$ cat config.mk
export PLATFORM = sky130hd
export DESIGN_NAME = oet_cell
export DESIGN_NICKNAME = d
export VERILOG_FILES = /design/src/oet_pkg.sv /design/src/oet_cell.sv
export SDC_FILE = /design/constraint.sdc
export NUM_CORES = 1
export LEC_CHECK = 0
export BUFFER_PORTS_ARGS = -buffer_cell sky130_fd_sc_hd__buf_2
export CORE_AREA = 2 2 77 79
export DETAILED_ROUTE_END_ITERATION = 8
export DIE_AREA = 0 0 79 81
export PLACE_DENSITY = 0.71
export SYNTH_ARGS = -nofsm -noshare
export SYNTH_HDL_FRONTEND = slang
export SYNTH_SLANG_ARGS = --single-unit
$ cat constraint.sdc
create_clock -name i_clk -period 1.8 [get_ports i_clk]
set_clock_uncertainty 0.1 [all_clocks]
set_input_delay 0.18 -clock i_clk [delete_from_list [all_inputs] [get_ports i_clk]]
set_output_delay 0.18 -clock i_clk [all_outputs]
set_load 0.005 [all_outputs]
$ cat src/oet_pkg.sv
// shared types, codes and stream field layout for the ordered entry table
// no dependencies; used by oet_cell, oet_or_tree and ordered_entry_table
package oet_pkg;

    localparam int DEPTH_DEF      = 64;
    localparam int ENTRY_BITS_DEF = 32;

    localparam int MODE_W     = 2;
    localparam int POS_W      = 8;
    localparam int IN_DATA_W  = 32;
    localparam int STATUS_W   = 2;
    localparam int INDEX_W    = 6;
    localparam int RD_DATA_W  = 32;
    localparam int FILL_W     = 7;
    localparam int S_TDATA_W  = 48;
    localparam int M_TDATA_W  = 48;

    typedef enum logic [MODE_W-1:0] {
        MODE_READ   = 2'd0,
        MODE_INSERT = 2'd1,
        MODE_REMOVE = 2'd2,
        MODE_CLEAR  = 2'd3
    } t_mode;

    typedef enum logic [STATUS_W-1:0] {
        ST_OK     = 2'd0,
        ST_BADPOS = 2'd1,
        ST_FULL   = 2'd2
    } t_status;

    typedef struct packed {
        logic ins;
        logic rem;
        logic rd;
    } t_cell_ctrl;

    function automatic int tree_levels(input int n);
        int l;
        l = ($clog2(n) + 1) / 2;
        if (l < 1) l = 1;
        return l;
    endfunction

endpackage

$ cat src/oet_cell.sv
// one entry cell of the table chain: shifts from either neighbor or loads new data
// depends on oet_pkg
module oet_cell
    import oet_pkg::*;
#(
    parameter int IDX_W = 6,
    parameter int W     = 32,
    parameter int K     = 0
) (
    input  logic             i_clk,
    input  t_cell_ctrl       i_ctrl,
    input  logic [IDX_W-1:0] i_wr_pos,
    input  logic [IDX_W-1:0] i_rd_pos,
    input  logic [W-1:0]     i_data,
    input  logic [W-1:0]     i_left,
    input  logic [W-1:0]     i_right,
    output logic [W-1:0]     o_q,
    output logic [W-1:0]     o_rd
);

    localparam logic [IDX_W-1:0] MY_IDX = IDX_W'(K);

    logic [W-1:0] r_q;
    logic [W-1:0] n_q;

    always_comb begin
        priority if (i_ctrl.ins && MY_IDX > i_wr_pos) begin
            n_q = i_left;
        end else if (i_ctrl.ins && MY_IDX == i_wr_pos) begin
            n_q = i_data;
        end else if (i_ctrl.rem && MY_IDX >= i_wr_pos) begin
            n_q = i_right;
        end else begin
            n_q = r_q;
        end
    end

    always_ff @(posedge i_clk) begin
        r_q <= n_q;
    end

    assign o_q  = r_q;
    assign o_rd = (i_ctrl.rd && i_rd_pos == MY_IDX) ? r_q : '0;

endmodule

After elaboration in Yosys (flattened, before gate mapping)
Cells that the tools add are included.
{"block": "totals", "ff_bits": 32, "in_bits": 112, "wordCells": 14}
{"block": "classes", "magnitude_cmp": 2, "muxes": 4, "n_reduce_logical": 7}
{"op": "$mux W32", "count": 4}
{"op": "$logic_not A6 Y1", "count": 2}
{"op": "$ge A1 B6 Y1 const A", "count": 1}
{"op": "$gt A1 B6 Y1 const A", "count": 1}
{"op": "$logic_and A1 B1 Y1", "count": 4}
{"op": "$reduce_bool A3 Y1", "count": 1}

Depth between registers and ports, before layout
{"block": "depth", "ltp_word": 5, "ltp_mapped": 4, "ltp_nobuf": 3}

Least setup slack after synthesis
OpenSTA, ideal clock, no wires.
{"block": "synth_path", "kind": "input-to-reg", "startpoint": "input port i_wr_pos[5]", "endpoint": "register r_q[0] (netlist: o_q[0]), enable pin", "setup_ns": 0.387, "t_arrival_ns": 1.244, "t_required_ns": 1.313, "path_slack_ns": 0.070, "stages": 2, "path_buffers": 0, "cell_sequence": "nor4_2 o211a_1"}
{"block": "synth_between", "elab_chain_cells": 3, "word_cells_on_any_way": 7, "classes_between": "2 x order compare; 5 x reduce/logical"}
{"element": "from (decl)", "line_no": "oet_cell.sv:12", "source": "input logic [IDX_W-1:0] i_wr_pos,"}
{"element": "$gt A1 B6 Y1 (tied with other cells)", "line_no": "oet_cell.sv:27", "source": "priority if (i_ctrl.ins && MY_IDX > i_wr_pos) begin"}
{"element": "$logic_and A1 B1 Y1 (on tied branches)", "line_no": "oet_cell.sv:27, oet_cell.sv:29, oet_cell.sv:31"}
{"element": "$reduce_bool A3 Y1 (no source line) *"}
{"element": "to (signal assigned)", "line_no": "oet_cell.sv:39", "source": "r_q <= n_q;"}
{"element": "to (decl)", "line_no": "oet_cell.sv:23", "source": "logic [W-1:0] r_q;"}
Mark *: on every way between the ends. The rest lies on a longest branch, timed or not.
A chain may end at the register's enable or synchronous reset.

Worst setup path after layout
{"block": "layout_path", "startpoint": "input port i_rd_pos[2]", "endpoint": "output port o_rd[17]"}
{"block": "layout_between", "elab_chain_cells": 3}
{"element": "from (decl)", "line_no": "oet_cell.sv:13", "source": "input logic [IDX_W-1:0] i_rd_pos,"}
{"element": "$logic_not A6 Y1", "line_no": "oet_cell.sv:43", "source": "assign o_rd = (i_ctrl.rd && i_rd_pos == MY_IDX) ? r_q : '0;"}
{"element": "$logic_and A1 B1 Y1", "line_no": "oet_cell.sv:43"}
{"element": "$mux W32", "line_no": "oet_cell.sv:43"}
{"element": "to (decl)", "line_no": "oet_cell.sv:18", "source": "output logic [W-1:0] o_rd"}
Every way passes these cells.

==> out/qor_table.md <==
| Metric | Value |
| --- | --- |
| Switching component of the power | 0.000305 W |
| Most frequent cells in the layout | sky130_fd_sc_hd__buf_2, sky130_fd_sc_hd__edfxtp_1, sky130_fd_sc_hd__mux2_2 |
| Final layout net count | 372 |
| Max-cap violation count | 0 |
| Placeable Area | 5680 um2 |
| Critical Path End Type | output pin |
| Number of global-route vias before repair | 1,384 |
| Clock tree from TritonCTS | built |
| Status | complete, no violations |
| Initial cell density of the core | 29.3% |
| Fraction of layout cells with a size suffix above 1 | 82.0% |
| CTS hold repair buffers | 0 |
| Required arrival time at the worst endpoint | 1.52 ns |
| Instance area at placement | 2490 um2 |
| Cells along the critical path | buf_6 > or4b_4 > nor4_4 > buf_6 > buf_8 > and2_2 > buf_2 |
| Register bit total from synthesis | 32 |
| Leakage power of the design | 1.31 nW |
| Switching share of power | 18.5% |
| Most common cell after layout, fill and taps aside | sky130_fd_sc_hd__buf_2 |
| Number of sinks handled by clock tree synthesis | 32 |
| Power density over cell area | 592 nW/um2 |
| Register area share after synthesis | 57.9% |
| Critical path fanouts, max | 16 |
| VDD IR-drop max | 355 uV |
| Synth Net Count | 220 |
| Iteration-0 DRC count of the detailed router | 35 |
| Share of Yosys cell area claimed by the top area cell type | 57.9% |
| Number of CTS-inserted buffers | 5 |
| Die area | 6400 um2 |
| Achievable Freq | 0.558 GHz |
| Sum of negative setup slack | 0 ns |
| Vias post-DR | 1,435 |
| Combined global-route utilization of all metal layers | 14.0% |
| Cell occurring most often along the worst timing path | sky130_fd_sc_hd__buf_6 |
| Worst Hold Slack | 0.0754 ns |
| Via density per instance | 4.27 |
| Clock transition at the registers of the reported paths | 0.07 ns |
| Final design area excluding fillers | 2780 um2 |
| Final period util | 99.6% |
| Row count | 28 |
| Proportion of power drawn by combinational gates | 9.0% |
| Residual DRC | 0 |
| Count of antenna-violating nets left after detailed routing | 0 |
| GR Overflow Total | 0 |
| Detailed Routing Iterations Pass 1 | 4 |
| Clock network fraction of total power | 40.4% |
| Width of the die | 79 um |
| Synthesis-to-finish area growth | 67.3% |
| Global-route wire length before repair | 6.56 mm |
| Total half-perimeter wirelength after legalization and detailed placement | 3.58 mm |
| Total number of yosys warnings | 0 |
| H-tree lvl count | 2 |
| Initial antenna violation count | 0 |
| Library cell with the largest summed area after synthesis | sky130_fd_sc_hd__edfxtp_1 |
| Bufs on Longest Clock Path | 2 |
| Post-synthesis instance area | 1660 um2 |
| Number of flip-flops in the largest register | 32 |
| Worst relative slew slack | 83.5% |
| RSZ-0062 raised after global routing | yes |
| Cell types occupying the most area after synthesis | sky130_fd_sc_hd__edfxtp_1, sky130_fd_sc_hd__mux2_2, sky130_fd_sc_hd__and2_2 |
| Shortest period the worst path allows | 1.79 ns |
| WS Path Type | in -> out |
| Port bufs | 143 |
| Final slew viol count | 0 |
| Number of instances in the synthesized netlist | 108 |
| Class of the tightest hold or removal check | in -> reg |
| Tightest Pin Transition | 0.245 ns |
| Diode insertion count for antenna repair | 0 |
| Worst path max stage delay | 0.54 ns |
| Avg Synthesized Cell Area | 15.4 um2 |
| Cell-internal power | 0.00134 W |
| Placer Congestion | 0.782 |
| Arrival time at the worst endpoint | 1.51 ns |
| Startpoint type of the worst setup path | input pin |
| Part of the total power dissipated in sequential elements | 50.5% |
| Post-synth cell types | 13 |
| Floorplan die height | 81 um |
| Post-route core utilization | 48.9% |
| WL final | 4.60 mm |
| Wirelength per Cell | 13.7 um |
| Library cell used as clock root buffer | sky130_fd_sc_hd__clkbuf_8 |
| Pin count of the biggest net entering global routing | 18 |
| Master of the slowest instance on the critical path | sky130_fd_sc_hd__or4b_4 |
| Final setup vio count | 0 |
| Final hold violations | 0 |
| I/O Pins | 176 |
timing repair:
action | in CTS | in global routing
gates cloned | 0 | 1
setup buffers | 1 | 0
pin swaps | 1 | 9
gates resized for setup | 6 | 30
setup endpoints to repair | 29 | 32
layer usage:
metal / global-route usage (%) / vias up / share of wire [%]
met4: 8.10 / 0 / 2.3
met1: 15.9 / 644 / 39
li1: - / 694 / -
met3: 3.44 / 9 / 8.7
met2: 24.0 / 88 / 50
met5: 0 / - / 0
power groups by stage:
stage,combinational [W],clock (W),sequential (W)
final,0.000148,0.000665,0.000831
after detailed placement,0.000145,0,0.000847
after global routing,0.000165,0.000716,0.000831
after floorplan,0.0000435,0,0.000847
after global placement,0.000142,0,0.000847
after CTS,0.000148,0.000684,0.000831
worst max-delay path, delay by kind of cell:
kind	cells	cell delay (ns)
buffers and inverters	4	0.49
and+or+nand+nor	3	0.84
final timing paths:
kind	endpoint	cells past startpoint	from	slack, ns
worst max-delay path	o_rd[17]	7	i_rd_pos[2]	0.007
worst min-delay path	o_q[3]$_DFFE_PP_	2	i_data[3]	0.08
logic make-up (layout without fill, tap and decap cells):
logic type	Yosys count	in the layout	share of synthesized area [%]
buffers and inverters	6	159	2.94
muxes	32	32	21.7
AOI/OAI and AO/OA	1	1	0.603
and+or+nand+nor	37	37	16.9
DFF	32	32	57.9
cell type report:
class / count / area, um2
multi-input cells: 70 / 679
clock inverters: 2 / 35.0
flip-flops and latches: 32 / 961
fillers: 532 / 2900
clock buffers: 6 / 72.6
repair buffers: 151 / 936
well taps: 75 / 93.8
synthesized netlist by cell type:
library cell,instances
sky130_fd_sc_hd__and2_1,13
sky130_fd_sc_hd__and2_2,19
sky130_fd_sc_hd__buf_2,3
sky130_fd_sc_hd__buf_6,3
sky130_fd_sc_hd__edfxtp_1,32
sky130_fd_sc_hd__mux2_1,5
sky130_fd_sc_hd__mux2_2,27
sky130_fd_sc_hd__nand3_1,1
sky130_fd_sc_hd__nor2_1,1
sky130_fd_sc_hd__nor4_2,1
sky130_fd_sc_hd__nor4_4,1
sky130_fd_sc_hd__o211a_1,1
sky130_fd_sc_hd__or4b_4,1
metrics by stage:
| step | setup WS [ns] | power [W] | std cells |
|---|---|---|---|
| 2_1_floorplan | 0.0696 | 0.000891 | 108 |
| 3_3_place_gp | -0.0667 | 0.000988 | 326 |
| 3_5_place_dp | -0.0910 | 0.000992 | 326 |
| 4_1_cts | -0.0685 | 0.00166 | 335 |
| 5_1_grt | -0.0524 | 0.00171 | 336 |
| 6_report | 0.00749 | 0.00164 | 336 |
Note: power is estimated with default switching activity, not from simulation.
